===== config.mk =====
export PLATFORM = sky130hd
export DESIGN_NAME = met_digit_mul
export DESIGN_NICKNAME = d
export VERILOG_FILES = /design/src/rtl/met_pkg.sv /design/src/rtl/met_digit_mul.sv
export SDC_FILE = /design/constraint.sdc
export NUM_CORES = 2
export LEC_CHECK = 0
export BUFFER_PORTS_ARGS = -buffer_cell sky130_fd_sc_hd__buf_2
export CORE_ASPECT_RATIO = 1.2
export CORE_MARGIN = 3
export CORE_UTILIZATION = 25
export DETAILED_ROUTE_END_ITERATION = 6
export PLACE_DENSITY = 0.5
export SLEW_MARGIN = 5
export SYNTH_ARGS = -nofsm -noshare
export SYNTH_HDL_FRONTEND = slang
export SYNTH_SLANG_ARGS = --single-unit

===== constraint.sdc =====
create_clock -name i_clk -period 12.7 [get_ports i_clk]
set_clock_uncertainty 0.1 [all_clocks]
set_input_delay 0 -clock i_clk [delete_from_list [all_inputs] [get_ports i_clk]]
set_output_delay 0 -clock i_clk [all_outputs]
set_load 0.01 [all_outputs]

===== src/rtl/met_pkg.sv =====
// Shared constants, payload types and controller states of the escape-time unit.
`timescale 1ns / 1ps
`default_nettype none

package met_pkg;

    // Fixed point format: signed Q4.60 in 64 bits.
    localparam int Q_W     = 64;
    localparam int FRAC_W  = 60;
    localparam int ZOOM_W  = 6;
    localparam int PIX_W   = 9;
    localparam int CNT_W   = 8;

    // The multiplier consumes one digit of its second operand per cycle.
    localparam int DIGIT_W    = 16;
    localparam int NUM_DIGITS = Q_W / DIGIT_W;

    // Bits 127..60 of a full product, that is the product truncated to Q4.60.
    localparam int HI_W = 2 * Q_W - FRAC_W;

    localparam int ITER_LIMIT_DEF = 256;
    localparam int TILE_EDGE_DEF  = 512;

    localparam int CFG_IDX_W = 2;
    localparam logic [CFG_IDX_W-1:0] REG_CENTER_REAL = 2'd0;
    localparam logic [CFG_IDX_W-1:0] REG_CENTER_IMAG = 2'd1;
    localparam logic [CFG_IDX_W-1:0] REG_ZOOM_LEVEL  = 2'd2;

    typedef struct packed {
        logic [PIX_W-1:0] pixel_col;
        logic [PIX_W-1:0] pixel_row;
    } t_pixel;

    typedef struct packed {
        logic [CNT_W-1:0] escape_count;
        logic             no_escape;
    } t_result;

    typedef struct packed {
        logic [CFG_IDX_W-1:0] reg_index;
        logic [Q_W-1:0]       write_data;
    } t_cfg;

    typedef struct packed {
        logic           start;
        logic [Q_W-1:0] op_a;
        logic [Q_W-1:0] op_b;
    } t_mul_req;

    typedef struct packed {
        logic            done;
        logic [HI_W-1:0] prod_hi;
        logic            frac_nz;
    } t_mul_rsp;

    typedef enum logic [3:0] {
        S_IDLE,
        S_COORD,
        S_ITER,
        S_SQR_R,
        S_SQR_I,
        S_TEST,
        S_CROSS,
        S_UPDATE,
        S_DONE
    } t_state;

endpackage

`default_nettype wire


===== src/rtl/met_digit_mul.sv =====
// Digit-serial unsigned 64 by 64 multiplier that returns the product truncated to Q4.60.
`timescale 1ns / 1ps
`default_nettype none

module met_digit_mul (
    input  wire logic              i_clk,
    input  wire logic              i_rst_n,
    input  wire met_pkg::t_mul_req i_req,
    output met_pkg::t_mul_rsp      o_rsp
);

    localparam int QW    = met_pkg::Q_W;
    localparam int DW    = met_pkg::DIGIT_W;
    localparam int ACC_W = QW + DW;
    localparam int CW    = $clog2(met_pkg::NUM_DIGITS + 1);

    logic          r_busy, n_busy;
    logic          r_done, n_done;
    logic [CW-1:0] r_cnt, n_cnt;
    logic [QW-1:0] r_a, n_a;
    logic [QW-1:0] r_b, n_b;
    logic [QW-1:0] r_acc, n_acc;
    logic [QW-1:0] r_lo, n_lo;

    logic [ACC_W-1:0] w_pp;
    logic [ACC_W-1:0] w_sum;

    // One partial product per cycle; the low digit of the running sum is final.
    assign w_pp  = ACC_W'(r_a) * ACC_W'(r_b[DW-1:0]);
    assign w_sum = w_pp + ACC_W'(r_acc);

    always_comb begin
        n_busy = r_busy;
        n_done = 1'b0;
        n_cnt  = r_cnt;
        n_a    = r_a;
        n_b    = r_b;
        n_acc  = r_acc;
        n_lo   = r_lo;
        if (i_req.start) begin
            n_busy = 1'b1;
            n_cnt  = CW'(met_pkg::NUM_DIGITS);
            n_a    = i_req.op_a;
            n_b    = i_req.op_b;
            n_acc  = '0;
        end else if (r_busy) begin
            n_acc = w_sum[ACC_W-1:DW];
            n_lo  = {w_sum[DW-1:0], r_lo[QW-1:DW]};
            n_b   = r_b >> DW;
            n_cnt = r_cnt - 1'b1;
            if (r_cnt == CW'(1)) begin
                n_busy = 1'b0;
                n_done = 1'b1;
            end
        end
    end

    always_ff @(posedge i_clk) begin
        if (!i_rst_n) begin
            r_busy <= 1'b0;
            r_done <= 1'b0;
            r_cnt  <= '0;
        end else begin
            r_busy <= n_busy;
            r_done <= n_done;
            r_cnt  <= n_cnt;
        end
    end

    always_ff @(posedge i_clk) begin
        r_a   <= n_a;
        r_b   <= n_b;
        r_acc <= n_acc;
        r_lo  <= n_lo;
    end

    assign o_rsp.done    = r_done;
    assign o_rsp.prod_hi = {r_acc, r_lo[QW-1:met_pkg::FRAC_W]};
    assign o_rsp.frac_nz = |r_lo[met_pkg::FRAC_W-1:0];

endmodule

`default_nettype wire


# [Yosys cells after proc, flatten, opt, wreduce, memory -nomap -nowiden]
# Index checks and enable logic that the tools add are counted.
[word_totals] ff_bits=261 latch_bits=0 mem_bits_rw=0 romBits=0 input_bits=131 output_inout_bits=70 wordCells=28 memories=0
[op_classes] addsub=2 mul=1 n_div=0 magnitude_cmp=0 n_eq_ne=1 shift=0 n_mux=8 n_bitwise=3 reduce_logical=5
[op_table] operator="two-way mux 64 bit" count=2
[op_table] operator="adder 80 x 64 -> 80 bit" count=1
[op_table] operator="multiplier 64 x 16 -> 80 bit" count=1
[op_table] operator="OR reduction 60 bit" count=1
[op_table] operator="two-way mux 3 bit" count=2
[op_table] operator="two-way mux 1 bit" count=4
[op_table] operator="equality test 3 x 1 -> 1 bit (second input constant)" count=1
[op_table] operator="inverter 1 bit" count=3
[op_table] operator="OR reduction 3 bit" count=1
[op_table] operator="subtractor 3 x 1 -> 3 bit (second input constant)" count=1
[op_table] operator="AND reduction 2 bit" count=1
[op_table] operator="nonzero test 2 bit" count=1
[op_table] operator="OR reduction 2 bit" count=1

# [Depth between registers and ports, before layout]
[depth] ltp_word=4 mapped_depth=25 depth_no_buf=23

# [Worst setup path before layout]
# No wires, ideal clock.
[synth_path] path_kind="register to register" startpoint="register r_b[7]" endpoint="register r_acc[55]" arrival_time_ns=6.497 path_slack_ns=5.982 path_stages_with_launch=26 period_less_slack_ns=6.718 cell_sequence="edfxtp_1 clkbuf_1 clkbuf_1 nand2_1 fa_1 inv_1 fa_1 inv_1 fa_1 inv_1 fa_1 fa_1 inv_1 fa_1 inv_1 ha_1 buf_4 a21o_1 a31o_1 a41o_1 a32oi_1 a211o_2 a211o_4 a2111oi_4 or3_2 a221o_1"
[synth_between] elab_chain_len=2
[synth_lines] item="start, declared" line="met_digit_mul.sv:21" rtl="logic [QW-1:0] r_b, n_b;"
[synth_lines] item="start signal, assigned" line="met_digit_mul.sv:72" rtl="r_b <= n_b;"
[synth_lines] item="multiplier 64 x 16 -> 80 bit" line="met_digit_mul.sv:29" rtl="assign w_pp = ACC_W'(r_a) * ACC_W'(r_b[DW-1:0]);"
[synth_lines] item="adder 80 x 64 -> 80 bit" line="met_digit_mul.sv:30" rtl="assign w_sum = w_pp + ACC_W'(r_acc);"
[synth_lines] item="end signal, assigned" line="met_digit_mul.sv:73" rtl="r_acc <= n_acc;"
[synth_lines] item="end, declared" line="met_digit_mul.sv:22" rtl="logic [QW-1:0] r_acc, n_acc;"
# No other way between the ends.
# A chain may end at the register's enable or synchronous reset.

# [Worst setup path in the final report]
[layout_path] startpoint="register r_b[6]" endpoint="register r_acc[63]"
# The elaborated chain is that of the path after synthesis.

==> results.yml <==
outcome:
  status: "finished, final reports clean"
sta:
  fin_tns_setup_ns: 0
  fin_crit_ns: 8.371
  period_share_pct: 65.92
  slew_headroom_pct: 25.95
  rsz0062_at_grt: "no"
  finalSetupViolCount: 0
  whs_ns: 0.02120
  finalHoldViolCount: 0
  clock.fmax_ghz: 0.1195
  tightest_slew_ns: 1.111
  final_max_slew_viol_count: 0
floorplanning:
  fp.dieW_um: 385.1
  start_util_pct: 25.23
  core-area_um2: 170900
  rows: 166
  die_h_um: 461.0
  dieArea_um2: 177500
  io_pins: 201
grt:
  gr-max-usage-layer: "met2"
  grtUsageMet1_pct: 20.01
  grt_pass1_wl_um: 212900
  grtUsageTotal_pct: 15.76
  antenna_found_initial: 8
  grt_max_degree: 83
  use_met3_pct: 2.400
  grt_util_met2_pct: 27.49
  grt_pass1_vias: 35208
  grt-ovfl-total: 0
cts:
  cts_buffer_depth: 3
  cts_tree: "built"
  numCtsBuffers: 37
  ctsResizeCount: 0
  htreeDepth: 2
  clk_latency_ns: 0.63
  cts_setup_buffers: 0
  root_buffer: "clkbuf_16"
  cts_sinks: 261
  cts.reportedPaths.clkPinSlew_ns: 0.08
  hold_buffers: 151
routing:
  wl_um: 136800
  drt-pass1-iter-count: 5
  vias: 31843
  vias_per_cell: 4.487
  wl_per_cell_um: 19.28
  post-route-drc-count: 0
  drtIter0Drc: 1800
  postRouteAntennaNets: 0
logic_synthesis:
  syn-cell-area_um2: 43120
  synth_top_cell_area_share_pct: 43.18
  synthTopCellsByCount: "1178 x inv_1, 930 x fa_1, 769 x nand2_1"
  syn-instance-count: 4610
  synth_enable_flop_cells: 192
  synth.avg_cell_area_um2: 9.354
  seq_area_frac_synth_pct: 16.57
  synth_seq_cells: 261
  yosys.area.top_type: "fa_1"
  synthTopCellsByArea: "fa_1 43%, edfxtp_1 13%, inv_1 10%"
  yosys.cell_count.top_type: "inv_1"
  syn_nets: 5827
  async_flop_share_pct: 0
  synth_warnings: 0
  ys_types: 76
  synth_flop_cell: "edfxtp_1"
setup_path:
  path_max_fanout: 28
  worstPathArrival_ns: 8.78
  critPathCaptureType: "flop"
  setup.worst_path.class: "flop to flop"
  worstSetupStartpointType: "flop"
  crit_required_ns: 13.11
cells_and_area:
  nets: 6015
  fillers: 18114
  final_util_pct: 28.66
  multi_input_area_um2: 30530
  register_area_um2: 7148
  drive_gt1_share_pct: 7.831
  area_delta_synth_final_pct: 13.63
placement:
  dpl.hpwl_um: 107400
  placement.io_buffers: 200
  gp_congestion: 0.8861
flow_run:
  maxCapViolCount: 0
hold_path:
  hold_path.class: "input pin to flop"
[flip-flops by register name, summed over array words and instances (netlist names)]
signal / cells
r_a: 64
r_lo: 64
r_busy: 1
r_acc: 64
r_b: 64
r_cnt: 3
r_done: 1
[critical path, stage by stage (launching register included)]
cell and delay (ns):
edfxtp_1 1.08, and2_1 0.27, fa_1 0.42, inv_1 0.08
fa_1 0.43, fa_1 0.51, inv_1 0.05, fa_1 0.53
fa_1 0.51, inv_1 0.05, fa_1 0.48, inv_1 0.05
ha_1 0.41, nand2_1 0.17, nor4_4 0.31, and4_1 0.22
a32oi_1 0.13, a2111oi_0 0.93, o21ai_0 0.46, a21oi_1 0.42
mux2_2 0.39, a221oi_1 0.26
[per-layer routing]
metal | up-vias | share of wire, % | wire [um]
met5 | - | 0.0095 | 13
met4 | 2 | 3.2 | 4425
met3 | 206 | 5.9 | 8106
met2 | 924 | 50 | 68020
met1 | 16681 | 41 | 56220
li1 | 14030 | - | -
[cell usage in the layout, fill, tap and decap left out, drive strengths merged, types with 17 or more instances in the layout]
master       count
dfxtp           69
nor4            23
nand3           20
mux2            51
o22ai           20
fa             930
nor3            17
dlygate4sd3    151
nand4           44
xnor2           39
clkbuf          47
a21o            34
edfxtp         192
ha             156
o21a            23
a21oi          114
buf            240
o21ai           59
nand2          770
inv           1188
and2           355
nor2            75
[worst paths after layout]
path / startpoint / endpoint / slack, ns / cells past startpoint
setup / recovery: r_b[6] / r_acc[63] / 4.33 / 21
hold / removal: i_req[93] / r_a[29] / 0.02 / 2
setup reg to reg: r_b[6] / r_acc[63] / 4.33 / 21
hold reg to reg: r_lo[20] / r_lo[4] / 0.34 / 0
[cells by family after synthesis]
logic type / Yosys count / share of synthesized area, %
xor+xnor: 55 / 1.117
flops: 261 / 16.57
mux: 64 / 1.634
compound gates: 360 / 5.452
simple gates: 1363 / 14.88
buf+inv: 1421 / 12.64
fa+ha+maj: 1086 / 47.70
[metrics by stage]
| step | area (um^2) | instances | worst slack (ns) |
|---|---|---|---|
| 2_1_floorplan | 43120 | 4610 | 5.982 |
| 3_3_place_gp | 46270 | 6876 | 4.519 |
| 3_5_place_dp | 46270 | 6876 | 4.479 |
| 4_1_cts | 49000 | 7095 | 4.409 |
| 5_1_grt | 49000 | 7095 | 3.923 |
| 6_report | 49000 | 7096 | 4.329 |
[cell type report]
| type | count | share of cell area [%] |
|---|---|---|
| diodes | 1 | 0.005107 |
| repair buffers | 392 | 5.799 |
| clock inverters | 22 | 0.4494 |
| well taps | 2268 | 5.791 |
| clock buffers | 46 | 2.030 |
| multi-input cells | 2928 | 62.30 |
| inverters | 1178 | 9.032 |
| flip-flops and latches | 261 | 14.59 |
Power is not shown: default switching activity piles up to over one toggle a cycle in this logic, so the estimate is an artifact.
