[config.mk]
export PLATFORM = sky130hd
export DESIGN_NAME = met_coord
export DESIGN_NICKNAME = d
export VERILOG_FILES = /design/src/rtl/met_pkg.sv /design/src/rtl/met_coord.sv
export SDC_FILE = /design/constraint.sdc
export NUM_CORES = 1
export LEC_CHECK = 0
export ABC_AREA = 1
export CELL_PAD_IN_SITES_DETAIL_PLACEMENT = 0
export CELL_PAD_IN_SITES_GLOBAL_PLACEMENT = 1
export CORE_UTILIZATION = 45
export CTS_CLUSTER_DIAMETER = 40
export CTS_CLUSTER_SIZE = 16
export DETAILED_ROUTE_END_ITERATION = 12
export DONT_BUFFER_PORTS = 1
export GPL_TIMING_DRIVEN = 0
export HOLD_SLACK_MARGIN = 0.12
export PLACE_DENSITY = 0.82
export SETUP_SLACK_MARGIN = 0.05
export SKIP_LAST_GASP = 1
export SLEW_MARGIN = 20
export SYNTH_ARGS = -nofsm -noshare
export SYNTH_HDL_FRONTEND = slang
export SYNTH_SLANG_ARGS = --single-unit
[constraint.sdc]
create_clock -name i_clk -period 3.16 [get_ports i_clk]
set_clock_uncertainty 0.15 [all_clocks]
set_input_delay 0.158 -clock i_clk [delete_from_list [all_inputs] [get_ports i_clk]]
set_output_delay 0.158 -clock i_clk [all_outputs]
set_load 0.005 [all_outputs]
[src/rtl/met_pkg.sv]
// Shared constants, payload types and controller states of the escape-time unit.
`timescale 1ns / 1ps
`default_nettype none

package met_pkg;

    // Fixed point format: signed Q4.60 in 64 bits.
    localparam int Q_W     = 64;
    localparam int FRAC_W  = 60;
    localparam int ZOOM_W  = 6;
    localparam int PIX_W   = 9;
    localparam int CNT_W   = 8;

    // The multiplier consumes one digit of its second operand per cycle.
    localparam int DIGIT_W    = 16;
    localparam int NUM_DIGITS = Q_W / DIGIT_W;

    // Bits 127..60 of a full product, that is the product truncated to Q4.60.
    localparam int HI_W = 2 * Q_W - FRAC_W;

    localparam int ITER_LIMIT_DEF = 256;
    localparam int TILE_EDGE_DEF  = 512;

    localparam int CFG_IDX_W = 2;
    localparam logic [CFG_IDX_W-1:0] REG_CENTER_REAL = 2'd0;
    localparam logic [CFG_IDX_W-1:0] REG_CENTER_IMAG = 2'd1;
    localparam logic [CFG_IDX_W-1:0] REG_ZOOM_LEVEL  = 2'd2;

    typedef struct packed {
        logic [PIX_W-1:0] pixel_col;
        logic [PIX_W-1:0] pixel_row;
    } t_pixel;

    typedef struct packed {
        logic [CNT_W-1:0] escape_count;
        logic             no_escape;
    } t_result;

    typedef struct packed {
        logic [CFG_IDX_W-1:0] reg_index;
        logic [Q_W-1:0]       write_data;
    } t_cfg;

    typedef struct packed {
        logic           start;
        logic [Q_W-1:0] op_a;
        logic [Q_W-1:0] op_b;
    } t_mul_req;

    typedef struct packed {
        logic            done;
        logic [HI_W-1:0] prod_hi;
        logic            frac_nz;
    } t_mul_rsp;

    typedef enum logic [3:0] {
        S_IDLE,
        S_COORD,
        S_ITER,
        S_SQR_R,
        S_SQR_I,
        S_TEST,
        S_CROSS,
        S_UPDATE,
        S_DONE
    } t_state;

endpackage

`default_nettype wire

[src/rtl/met_coord.sv]
// Two-stage pipeline that maps a pixel index to a saturated Q4.60 coordinate.
`timescale 1ns / 1ps
`default_nettype none

module met_coord #(
    parameter int TILE_EDGE = met_pkg::TILE_EDGE_DEF
) (
    input  wire logic                             i_clk,
    input  wire logic                             i_rst_n,
    input  wire logic                             i_valid,
    input  wire logic        [met_pkg::PIX_W-1:0] i_index,
    input  wire logic signed [met_pkg::Q_W-1:0]   i_center,
    input  wire logic        [met_pkg::ZOOM_W-1:0] i_zoom,
    output logic                                  o_valid,
    output logic signed      [met_pkg::Q_W-1:0]   o_coord
);

    localparam int QW     = met_pkg::Q_W;
    localparam int PW     = met_pkg::PIX_W;
    localparam int IDX_W  = $clog2(TILE_EDGE);
    localparam int D_W    = ((PW > IDX_W) ? PW : IDX_W) + 1;
    localparam int MAX_SH = 2 ** met_pkg::ZOOM_W - 1;
    localparam int T_W    = D_W + MAX_SH;
    localparam int DROP   = MAX_SH - met_pkg::FRAC_W;
    localparam int OFF_W  = T_W - DROP;
    localparam int SUM_W  = OFF_W + 1;
    localparam logic [D_W-1:0] HALF = D_W'(TILE_EDGE / 2);

    logic signed [D_W-1:0]             w_d;
    logic        [met_pkg::ZOOM_W-1:0] w_sh;
    logic signed [T_W-1:0]             w_t;
    logic signed [SUM_W-1:0]           w_sum;
    logic                              w_fits;

    logic                    r_v1, r_v2;
    logic signed [OFF_W-1:0] r_off;
    logic signed [QW-1:0]    r_center;
    logic signed [QW-1:0]    r_coord;

    // The offset is d * 2^(63 - zoom) shifted right by three, which floors it.
    assign w_d  = {{(D_W - PW){1'b0}}, i_index} - HALF;
    assign w_sh = met_pkg::ZOOM_W'(MAX_SH) - i_zoom;
    assign w_t  = T_W'(w_d) <<< w_sh;

    assign w_sum  = SUM_W'(r_off) + SUM_W'(r_center);
    assign w_fits = (w_sum[SUM_W-1:QW-1] == {(SUM_W - QW + 1){w_sum[SUM_W-1]}});

    always_ff @(posedge i_clk) begin
        if (!i_rst_n) begin
            r_v1 <= 1'b0;
            r_v2 <= 1'b0;
        end else begin
            r_v1 <= i_valid;
            r_v2 <= r_v1;
        end
    end

    always_ff @(posedge i_clk) begin
        r_off    <= w_t[T_W-1:DROP];
        r_center <= i_center;
        if (w_fits) begin
            r_coord <= w_sum[QW-1:0];
        end else if (w_sum[SUM_W-1]) begin
            r_coord <= {1'b1, {(QW - 1){1'b0}}};
        end else begin
            r_coord <= {1'b0, {(QW - 1){1'b1}}};
        end
    end

    assign o_valid = r_v2;
    assign o_coord = r_coord;

endmodule

`default_nettype wire

Word level (Yosys, flattened, before mapping)
Cells that the tools add are included.

Register bits: 200. Bits of input ports: 82. Word-level logic and storage cells: 12.

Add/subtract/negate cells: 3. Eq/ne operators: 1. Shifts and indexed selects: 1. Multiplexer cells: 2.

Operator list (count): $mux 64 (2); $sshl 10x6->73 (1); $add 70x64->71 (1); $sub 9x9->10 const B (1); $eq 7x7->1 (1); $sub 6x6->6 const A (1).

Depth between registers and ports, before layout
Gate-level depths: netlist (run 1).

Depth in word-level cells: 3. Depth in mapped cells: 23. Mapped depth without buffers: 22.

Worst setup path after synthesis (run 1)
Ideal clock, no wire load.

Path kind: register to register. Start: register r_off[0]. End: register r_coord[13], in the netlist o_coord[13]. Library setup time: 114 ps. Data arrival time: 2494 ps. Required time: 2896 ps. Slack: 402 ps. Stages on the path, launching flop included: 21. Path buffers: 1. Cell sequence: dfxtp_1 ha_1 inv_1 fa_1 o21bai_2 nand2_1 nand2_1 nand2_1 nand2_1 nand2_1 nand2_1 nand2_1 nand3_1 nand2_1 nand2_1 nand2_2 nor2_8 nand3_4 nand2_8 buf_8 nand2_2.

Cells in the longest elaborated chain, start to end: 3. Elaborated cells between the ends (all ways): 4. Those cells by class: 1 x add/sub; 1 x eq/ne; 2 x mux.

Ends and longest elaborated chain: start, declared (RTL line met_coord.sv:36) `logic signed [OFF_W-1:0] r_off;`; start signal, assigned (RTL line met_coord.sv:59) `r_off <= w_t[T_W-1:DROP];`; $add 70x64->71 (*) (RTL line met_coord.sv:45) `assign w_sum = SUM_W'(r_off) + SUM_W'(r_center);`; $eq 7x7->1 / $mux 64 (equally long branches) (RTL line met_coord.sv:46, met_coord.sv:63); $mux 64 (*) (RTL line met_coord.sv:61) `if (w_fits) begin`; end signal, assigned (RTL line met_coord.sv:62) `r_coord <= w_sum[QW-1:0];`; end signal, assigned (RTL line met_coord.sv:64) `r_coord <= {1'b1, {(QW - 1){1'b0}}};`; end signal, assigned (RTL line met_coord.sv:66) `r_coord <= {1'b0, {(QW - 1){1'b1}}};`; end, declared (RTL line met_coord.sv:38) `logic signed [QW-1:0] r_coord;`.

Mark *: on every way between the ends. The rest lies on a longest branch, timed or not. A chain may end at the register's enable or synchronous reset.

Worst setup path in the final report (run 1)
Start: register r_off[29]. End: register r_coord[46], in the netlist o_coord[46].

Same word-level chain as after synthesis.

==> results.toml, run 1 <==
[layout]
final_area_mm2 = 0.0145
syn2layout_area_growth_pct = 28.1
antenna_cells = 0
final_layout_size_suffix_gt1_frac = 0.153
finalNonFillerCells = 2158
fin_nets = 1973

[critical_path]
regToRegEndpoint = "o_coord[46]$_DFF_P_"
critical_path_class = "flip-flop to flip-flop"
crit_path_start_kind = "flip-flop"
end_kind = "flip-flop"
r2r_cells = 18
path_max_fanout = 10
regToRegSetupSlack_ps = 160
cp.arrival_ps = 3180
r2r_start = "r_off[29]$_DFF_P_"
worst_ep_required_time_ps = 3340

[global_routing]
grt_first_pass_wirelength_um = 57400
grt_antenna_before_repair = 0
grt_use_total = 0.295
grt_pass1_vias = 10500
gr-total-overflow = 0
grt_max_degree = 25

[placed_design]
dpl.hpwl_um = 30400
placed_area_mm2 = 0.0117
numPortBuffers = 0
finalWeightedCongestion = 0.977
place_inst = 1980

[logic_synthesis]
synth.area.top_cells = "sky130_fd_sc_hd__dfxtp_1 (35%), sky130_fd_sc_hd__nand2_1 (16%), sky130_fd_sc_hd__ha_1 (7.6%)"
syn-mean-instance-area_um2 = 6.84
warnings_from_yosys = 0
ys_ff_latch = 199
netlist.area_leader.share = 0.351
synth_ff_type = "sky130_fd_sc_hd__dfxtp_1"
synth-seq-area-share = 0.351
synth_fp_nets = 1808
netlist-cell-type-count = 44
synthDominantAreaCellType = "sky130_fd_sc_hd__dfxtp_1"
synth_edf_count = 0
synth_cells = 1656
synthesis.area_mm2 = 0.0113
synth_async_sr_flop_share = 0

[cts]
cts_buffer_depth = 2
clockRootBuffer = "sky130_fd_sc_hd__clkbuf_16"
htree_levels = 4
clk_pin_slew_worst_paths_ps = 100
cts_tree = "built"
cts_buf_count = 17
clock_latency_ps = 460
cts_num_sinks = 199

[detailed_routing]
detail_route.drc_violations = 0
drt_first_pass_iters = 5
route.detailed.vias_per_inst = 5.18
postRouteAntennaNets = 0
drt_iter0_drc = 906
wl_per_cell_um = 17.9
detailroute.via_count = 11200
routed_wirelength_um = 38600

[sta]
tightest_slew_ps = 598
final.period_utilization = 0.949
timing.slew.headroom = 0.597
report.final.setup_viol = 0
setup_repair_after_global_routing_missed_its_margin = "yes"
finalWorstPathRequiredPeriod_ps = 3000
fmax_ghz = 0.333
final_hold_violation_count = 0
slew_viol_final = 0

[min_path]
hold_depth = 1
start_point_of_the_worst_hold_path = "i_center[31]"
hp-class = "input port to flip-flop"
hold_path_end = "r_center[31]$_DFF_P_"

[run]
max-cap-violations = 0

[die]
num_io_pins = 147
floorplan.initialDensity = 0.462
die_area_mm2 = 0.0258
fp.dieW_um = 161
die-height_um = 161
placeableCoreArea_mm2 = 0.0245
std_cell_rows = 57

[pwr]
p_per_area_mw_per_mm2 = 552
vdd_ir_drop_max_v = 0.000388
static-leakage-power_nw = 6.64

[status]
outcome = "finished clean"
[area by class of cell]
| type | instances | area (µm²) |
|---|---|---|
| Timing Repair Buffer | 146 | 1440 |
| Tap cell | 324 | 405 |
| Sequential cell | 199 | 4000 |
| Clock inverter | 15 | 228 |
| Buffer | 45 | 268 |
| Inverter | 204 | 771 |
| Clock buffer | 17 | 425 |
| Multi-Input combinational cell | 1208 | 6990 |
| Fill cell | 2361 | 10000 |
[layout by cell type (no fill, tap or decap), drive strengths merged, types with 14 or more instances in the layout]
cell type | netlist | final
a21oi | 98 | 98
a31oi | 15 | 15
buf | 28 | 40
clkbuf | 17 | 35
dfxtp | 199 | 199
dlygate4sd3 | 0 | 133
ha | 69 | 69
inv | 203 | 210
nand2 | 513 | 513
nand3 | 51 | 51
nand4 | 66 | 66
nor2 | 171 | 171
nor3 | 14 | 14
o21ai | 109 | 109
xnor2 | 21 | 21
xor2 | 33 | 33
[worst max-delay path, cell delays in order, from the launching register on]
cell and delay [ps]:
sky130_fd_sc_hd__dfxtp_1 340, sky130_fd_sc_hd__ha_1 350, sky130_fd_sc_hd__nand2_1 120, sky130_fd_sc_hd__nor2_2 180
sky130_fd_sc_hd__inv_1 50, sky130_fd_sc_hd__nor2_1 140, sky130_fd_sc_hd__and2_1 170, sky130_fd_sc_hd__nand3b_1 80
sky130_fd_sc_hd__nand3b_1 230, sky130_fd_sc_hd__nand2_1 110, sky130_fd_sc_hd__nand3b_1 160, sky130_fd_sc_hd__nand2_1 70
sky130_fd_sc_hd__nand2_1 50, sky130_fd_sc_hd__nand2_1 90, sky130_fd_sc_hd__clkinv_4 120, sky130_fd_sc_hd__nand3_4 110
sky130_fd_sc_hd__nand2_8 140, sky130_fd_sc_hd__buf_8 150, sky130_fd_sc_hd__nand2_2 60
[flip-flops by register name, indices dropped and copies added (netlist names)]
name      count
o_valid       1
r_center     64
r_v1          1
r_off        69
o_coord      64
[how the worst max path moves through the flow]
stage / startpoint / to / slack (ps) / depth (start not counted)
floorplan: r_off[0]$_SDFF_PN0_ / o_coord[13]$_DFF_P_ / 400 / 20
global placement: r_off[0]$_SDFF_PN0_ / o_coord[59]$_DFF_P_ / -190 / 20
detailed placement: r_off[0]$_SDFF_PN0_ / o_coord[46]$_DFF_P_ / -260 / 20
CTS: r_center[16]$_DFF_P_ / o_coord[46]$_DFF_P_ / 40 / 19
global route: r_center[13]$_DFF_P_ / o_coord[25]$_DFF_P_ / 30 / 19
finish: r_off[29]$_DFF_P_ / o_coord[46]$_DFF_P_ / 160 / 18
[metrics by stage]
step / setup slack (ps) / power, mW / util / setup TNS, ps / hold slack [ps]
after floorplan: 402 / 4.66 / - / 0 / 35.7
after global placement: -192 / 5.25 / 0.479 / -11250 / 35.8
after detailed placement: -258 / 5.29 / 0.479 / -14600 / 35.8
after CTS: 41.6 / 7.84 / 0.567 / 0 / 123
after global routing: 31.1 / 8.44 / 0.592 / 0 / 124
final: 160 / 8.02 / 0.592 / 0 / 130
[metal layers]
| layer | vias up | wire length [µm] | global-route usage |
|---|---|---|---|
| met5 | - | 0 | 0 |
| met4 | 0 | 765 | 0.0810 |
| met3 | 50 | 2960 | 0.0483 |
| met2 | 395 | 16100 | 0.448 |
| met1 | 5066 | 18700 | 0.430 |
| li1 | 5666 | - | - |
[synthesized netlist by cell type (all sizes together), types with 14 or more instances]
master and number:
a21oi 98, xnor2 21, o21ai 109, dfxtp 199
buf 28, xor2 33, ha 69, nand3 51
nor3 14, nor2 171, inv 203, nand4 66
clkbuf 17, nand2 513, a31oi 15
[report_power, final]
group	total (mW)	internal, mW	switching (mW)
Sequential	3.10	2.89	0.207
Clock	2.36	1.12	1.24
Combinational	2.56	0.955	1.61
Total	8.02	4.97	3.05
[cells by family (layout without fill, tap and decap cells)]
logic type	Yosys count	count (layout)	share of synthesized area
AND/OR/NAND/NOR	836	836	0.322
buffers and inverters	249	427	0.0895
AO/OA/AOI/OAI	246	246	0.116
flip-flops	199	199	0.351
adder cells (fa/ha/maj)	70	70	0.0779
XOR/XNOR	54	54	0.0417
multiplexers	2	2	0.00177
[repair_timing]
action,4_1_cts,5_1_grt
gates cloned,0,0
hold buffers,133,0
setup endpoints to repair,63,63
gates resized for setup,32,144
endpoints found under the hold margin,120,0
pin swaps,4,17
buffers inserted,5,8
(Power assumes the default switching activity.)
==> inputs of run 2 (changes only) <==
--- a/config.mk
+++ b/config.mk
@@ -8,14 +8,15 @@
 export ABC_AREA = 1
 export CELL_PAD_IN_SITES_DETAIL_PLACEMENT = 0
 export CELL_PAD_IN_SITES_GLOBAL_PLACEMENT = 1
-export CORE_UTILIZATION = 45
+export CORE_UTILIZATION = 40
+export CTS_BUF_LIST = sky130_fd_sc_hd__clkbuf_16
 export CTS_CLUSTER_DIAMETER = 40
 export CTS_CLUSTER_SIZE = 16
 export DETAILED_ROUTE_END_ITERATION = 12
 export DONT_BUFFER_PORTS = 1
 export GPL_TIMING_DRIVEN = 0
 export HOLD_SLACK_MARGIN = 0.12
-export PLACE_DENSITY = 0.82
+export PLACE_DENSITY = 0.74
 export SETUP_SLACK_MARGIN = 0.05
 export SKIP_LAST_GASP = 1
 export SLEW_MARGIN = 20
==> results.toml, run 2 (synthesized netlist as in run 1, its figures left out) <==
[sta]
tightest_slew_ps = 609
setup_repair_after_global_routing_missed_its_margin = "no"
fmax_ghz = 0.331
final_critical_path_setup_slack_ps = 140
slew_viol_final = 0
report.final.setup_viol = 0
final.period_utilization = 0.956
final_hold_violation_count = 0
finalWorstPathRequiredPeriod_ps = 3020
timing.slew.headroom = 0.589
timing.hold.ws_ps = 140

[pwr]
p_per_area_mw_per_mm2 = 537
vdd_ir_drop_max_v = 0.000434
comb_power_share = 0.343
power_share_of_the_sequential_group = 0.383
clkPwrFrac = 0.274
p_int_mw = 5.17
static-leakage-power_nw = 6.77
power.net_switching_mw = 2.98
swShare = 0.366

[global_routing]
grt_first_pass_wirelength_um = 59500
gr-total-overflow = 0
grt_use_total = 0.278
grt_antenna_before_repair = 0
grt_pass1_vias = 10400
grt_max_degree = 19

[critical_path]
worst_path_largest_cell_delay_ps = 360
worst_ep_required_time_ps = 3360
cp.arrival_ps = 3220
critical_path_class = "flip-flop to flip-flop"
library_cell_contributing_the_largest_single_delay_on_the_critical_path = "sky130_fd_sc_hd__dfxtp_2"
path_max_fanout = 8
crit_path_start_kind = "flip-flop"
end_kind = "flip-flop"
cp_cell_sequence = "ha_4, nand2_2, nor2_2, inv_2, nor2_2, and2_4, nand3b_1, nand3b_1, nand2_1, nand3b_1, nand2_1, nand2_2, nand2_4, inv_8, nand3_4, nand2_8, clkbuf_16, nand2_2"

[run]
max-cap-violations = 0

[detailed_routing]
drt_first_pass_iters = 5
detail_route.drc_violations = 0
route.detailed.vias_per_inst = 5.02
drt_iter0_drc = 936
detailroute.via_count = 11200
postRouteAntennaNets = 0
wl_per_cell_um = 18.2
routed_wirelength_um = 40700

[die]
die_area_mm2 = 0.0290
die-height_um = 170
fp.dieW_um = 170
num_io_pins = 147
std_cell_rows = 61
placeableCoreArea_mm2 = 0.0279
floorplan.initialDensity = 0.407

[cts]
cts_tree = "built"
clk_pin_slew_worst_paths_ps = 80
cts_num_sinks = 199
clockRootBuffer = "sky130_fd_sc_hd__clkbuf_16"
cts_buffer_depth = 2
clock_latency_ps = 460
htree_levels = 4
cts_buf_count = 17

[placed_design]
finalWeightedCongestion = 0.931
dp_slack_ps = -263
numPortBuffers = 0
dpl.hpwl_um = 31300

[layout]
layout_commonest_cell = "sky130_fd_sc_hd__nand2_1"
syn2layout_area_growth_pct = 33.7
layout.core_utilization = 0.544
largest_register_ff_count = 69
regMostFlops = "r_off"
antenna_cells = 0
fin_nets = 1991
final_layout_size_suffix_gt1_frac = 0.194
most_used_cells_in_the_layout_excluding_fill_and_tap_cells = "sky130_fd_sc_hd__nand2_1 (432), sky130_fd_sc_hd__inv_1 (194), sky130_fd_sc_hd__dfxtp_1 (171), sky130_fd_sc_hd__nor2_1 (135), sky130_fd_sc_hd__dlygate4sd3_1 (135)"

[status]
outcome = "finished clean"

[min_path]
hp-class = "input port to flip-flop"
## run 2: worst paths after layout
check	startpoint	to	slack, ps	depth (start not counted)
worst min register to register	r_v1$_SDFF_PN0_	o_valid$_SDFF_PN0_	280	2
worst max register to register	r_off[32]$_DFF_P_	o_coord[18]$_DFF_P_	140	18
worst max-delay path	r_off[32]$_DFF_P_	o_coord[18]$_DFF_P_	140	18
worst min-delay path	i_index[3]	r_off[0]$_SDFF_PN0_	140	8
## run 2: cell type report
cell class / count / area, µm²
well taps: 378 / 473
multi-input cells: 1210 / 7400
flip-flops and latches: 199 / 4020
clock buffers: 17 / 425
repair buffers: 161 / 1600
repair inverters: 1 / 5.00
plain buffers: 45 / 275
inverters: 204 / 773
clock inverters: 15 / 173
fillers: 2727 / 12700
## run 2: routing by layer
metal | up-vias | GRT usage | routed length [µm]
met1 | 5096 | 0.406 | 19900
met5 | - | 0 | 0
met4 | 0 | 0.0913 | 905
met3 | 48 | 0.0370 | 2420
li1 | 5698 | - | -
met2 | 350 | 0.417 | 17500
## run 2: critical path: cells and delay by family, from the launching register on
kind          cells  cell delay (ps)
simple gates     14             1730
flops             1              360
buf+inv           3              350
fa+ha+maj         1              300
## run 2: power groups by stage
stage          Sequential [mW]  Clock [mW]  Combinational (mW)
2_1_floorplan             3.07           0                1.58
3_3_place_gp              3.13           0                2.15
3_5_place_dp              3.14           0                2.17
4_1_cts                   3.08        2.25                2.42
5_1_grt                   3.16        2.37                3.05
6_report                  3.12        2.23                2.80
## run 2: metrics by stage
step           cells  setup TNS, ps  total power, mW  area, µm²
2_1_floorplan   1656              0             4.66      11300
5_1_grt         2230              0             8.58      15100
6_report        2230              0             8.14      15100
4_1_cts         2211              0             7.76      14000
3_5_place_dp    2034         -14570             5.31      11800
3_3_place_gp    2034         -12450             5.28      11800
## run 2: timing repair
action                                 4_1_cts  5_1_grt
buffers inserted                             9       14
resized for setup                           50      229
hold buffers                               135        0
gates cloned                                 1        5
endpoints found under the hold margin      120        0
pin swaps                                    9       37
setup endpoints to repair                   63       63
==> inputs of run 3 (changes only) <==
--- a/config.mk
+++ b/config.mk
@@ -6,8 +6,6 @@
 export NUM_CORES = 1
 export LEC_CHECK = 0
 export ABC_AREA = 1
-export CELL_PAD_IN_SITES_DETAIL_PLACEMENT = 0
-export CELL_PAD_IN_SITES_GLOBAL_PLACEMENT = 1
 export CORE_UTILIZATION = 40
 export CTS_BUF_LIST = sky130_fd_sc_hd__clkbuf_16
 export CTS_CLUSTER_DIAMETER = 40
@@ -16,7 +14,7 @@
 export DONT_BUFFER_PORTS = 1
 export GPL_TIMING_DRIVEN = 0
 export HOLD_SLACK_MARGIN = 0.12
-export PLACE_DENSITY = 0.74
+export PLACE_DENSITY = 0.57
 export SETUP_SLACK_MARGIN = 0.05
 export SKIP_LAST_GASP = 1
 export SLEW_MARGIN = 20
==> results.toml, run 3 (synthesized netlist as in run 1, its figures left out) <==
[status]
outcome = "finished clean"

[die]
num_io_pins = 147
fp.dieW_um = 170
die-height_um = 170
die_area_mm2 = 0.0290
std_cell_rows = 61
placeableCoreArea_mm2 = 0.0279
floorplan.initialDensity = 0.407

[cts]
clk_pin_slew_worst_paths_ps = 80
clock_latency_ps = 470
cts_tree = "built"
cts_num_sinks = 199
cts_buf_count = 17
cts_buffer_depth = 2
clockRootBuffer = "sky130_fd_sc_hd__clkbuf_16"
htree_levels = 4

[placed_design]
numPortBuffers = 0
dpl.hpwl_um = 30400
dp_slack_ps = -253
finalWeightedCongestion = 1.01

[min_path]
hold_depth = 5
start_point_of_the_worst_hold_path = "i_zoom[2]"
hold_path_end = "r_off[0]$_SDFF_PN0_"
hp-class = "input port to flip-flop"

[layout]
layout_commonest_cell = "sky130_fd_sc_hd__nand2_1"
most_used_cells_in_the_layout_excluding_fill_and_tap_cells = "sky130_fd_sc_hd__nand2_1 (448), sky130_fd_sc_hd__dfxtp_1 (197), sky130_fd_sc_hd__inv_1 (195), sky130_fd_sc_hd__nor2_1 (139), sky130_fd_sc_hd__dlygate4sd3_1 (138)"
layout.core_utilization = 0.524
syn2layout_area_growth_pct = 28.7
final_layout_size_suffix_gt1_frac = 0.151
regMostFlops = "r_off"
fin_nets = 1979
largest_register_ff_count = 69

[sta]
report.final.setup_viol = 0
slew_viol_final = 0
fmax_ghz = 0.336
final_critical_path_setup_slack_ps = 181
final_hold_violation_count = 0
final.period_utilization = 0.943
finalWorstPathRequiredPeriod_ps = 2980
timing.slew.headroom = 0.521
timing.setup.tns_ps = 0
tightest_slew_ps = 711
setup_repair_after_global_routing_missed_its_margin = "yes"
timing.hold.ws_ps = 128

[pwr]
p_per_area_mw_per_mm2 = 539
p_int_mw = 4.93
static-leakage-power_nw = 6.67
power_share_of_the_sequential_group = 0.394
power.net_switching_mw = 2.92
swShare = 0.372
fin_total_pwr_mw = 7.85
vdd_ir_drop_max_v = 0.000374
clkPwrFrac = 0.279
comb_power_share = 0.327

[run]
max-cap-violations = 0

[detailed_routing]
drt_iter0_drc = 768
detail_route.drc_violations = 0
drt_first_pass_iters = 6
routed_wirelength_um = 38400
route.detailed.vias_per_inst = 5.04
postRouteAntennaNets = 0
wl_per_cell_um = 17.3
detailroute.via_count = 11200

[global_routing]
grt_pass1_vias = 10400
gr-total-overflow = 0
grt_first_pass_wirelength_um = 57100
grt_max_degree = 22
grt_use_total = 0.265
grt_antenna_before_repair = 1

[critical_path]
end_kind = "flip-flop"
path_max_fanout = 10
crit_path_start_kind = "flip-flop"
regToRegSetupSlack_ps = 180
cp.arrival_ps = 3230
worst_ep_required_time_ps = 3410
r2r_cells = 18
r2r_start = "r_center[48]$_DFF_P_"
critical_path_class = "flip-flop to flip-flop"
regToRegEndpoint = "o_coord[14]$_DFF_P_"
run 3: cell types whose count changed in the layout (fill, tap and decap cells not counted), sizes merged, moves of 2 or more:
| cell | before | now |
|---|---|---|
| buf | 48 | 39 |
| dlygate4sd3 | 135 | 138 |
| bufinv | 2 | 0 |
| clkbuf | 40 | 37 |
run 3: through the flow:
stage | instances | cell area [µm²]
2_1_floorplan | 1656 | 11300
3_3_place_gp | 2034 | 11800
3_5_place_dp | 2034 | 11800
4_1_cts | 2209 | 13900
5_1_grt | 2219 | 14600
6_report | 2219 | 14600
run 3: area by class of cell:
type	instances	area (µm²)
buffer	45	279
tap	378	473
timing repair buffer	152	1510
multi-input combinational	1208	6960
fill	2788	13300
clock buffer	17	425
inverter	204	771
sequential	199	3990
antenna	1	2.50
clock inverter	15	173
run 3: timing repair:
| item | in CTS | in global routing |
|---|---|---|
| buffers inserted | 5 | 9 |
| hold buffers | 138 | 0 |
| pin swaps | 4 | 13 |
| resized for setup | 21 | 155 |
| setup endpoints to repair | 63 | 63 |
| endpoints found under the hold margin | 119 | 0 |
run 3: worst max-delay path by stage:
| stage | start | to | slack (ps) |
|---|---|---|---|
| 3_5_place_dp | r_off[0]$_SDFF_PN0_ | o_coord[7]$_DFF_P_ | -250 |
| 2_1_floorplan | r_off[0]$_SDFF_PN0_ | o_coord[13]$_DFF_P_ | 400 |
| 6_report | r_center[48]$_DFF_P_ | o_coord[14]$_DFF_P_ | 180 |
| 4_1_cts | r_off[0]$_SDFF_PN0_ | o_coord[14]$_DFF_P_ | 50 |
| 5_1_grt | r_center[63]$_DFF_P_ | o_coord[50]$_DFF_P_ | 30 |
| 3_3_place_gp | r_off[0]$_SDFF_PN0_ | o_coord[7]$_DFF_P_ | -220 |
run 3: power by group through the flow:
| stage | Sequential, mW | Combinational (mW) | Clock, mW |
|---|---|---|---|
| floorplan | 3.07 | 1.58 | 0 |
| global placement | 3.14 | 2.12 | 0 |
| detailed placement | 3.14 | 2.14 | 0 |
| CTS | 3.08 | 2.37 | 2.24 |
| global route | 3.14 | 2.81 | 2.34 |
| finish | 3.09 | 2.56 | 2.19 |
run 3: worst max-delay path, cell delays in order (launching register included):
cell                      delay, ps
sky130_fd_sc_hd__dfxtp_1        320
sky130_fd_sc_hd__ha_1           440
sky130_fd_sc_hd__nand2_1        150
sky130_fd_sc_hd__nor2_2         180
sky130_fd_sc_hd__nand2_1        120
sky130_fd_sc_hd__nor2_2         190
sky130_fd_sc_hd__and3_1         190
sky130_fd_sc_hd__nand2_2         80
sky130_fd_sc_hd__nand2_1         80
sky130_fd_sc_hd__nand2_1         40
sky130_fd_sc_hd__nand2_1        130
sky130_fd_sc_hd__inv_2           40
sky130_fd_sc_hd__nand2_1         70
sky130_fd_sc_hd__nand2_2         80
sky130_fd_sc_hd__nor2_8         140
sky130_fd_sc_hd__buf_12         140
sky130_fd_sc_hd__buf_4          160
sky130_fd_sc_hd__nand4_1        110
sky130_fd_sc_hd__nand2_2         90
run 3: per-layer routing:
metal  routed length [µm]  share of wire  vias up  global-route usage
li1                     -              -     5676                   -
met1                18600           0.48     5060               0.376
met2                16600           0.43      399               0.405
met3                 2280          0.059       56              0.0337
met4                  988          0.026        0               0.105
met5                    0              0        -                   0
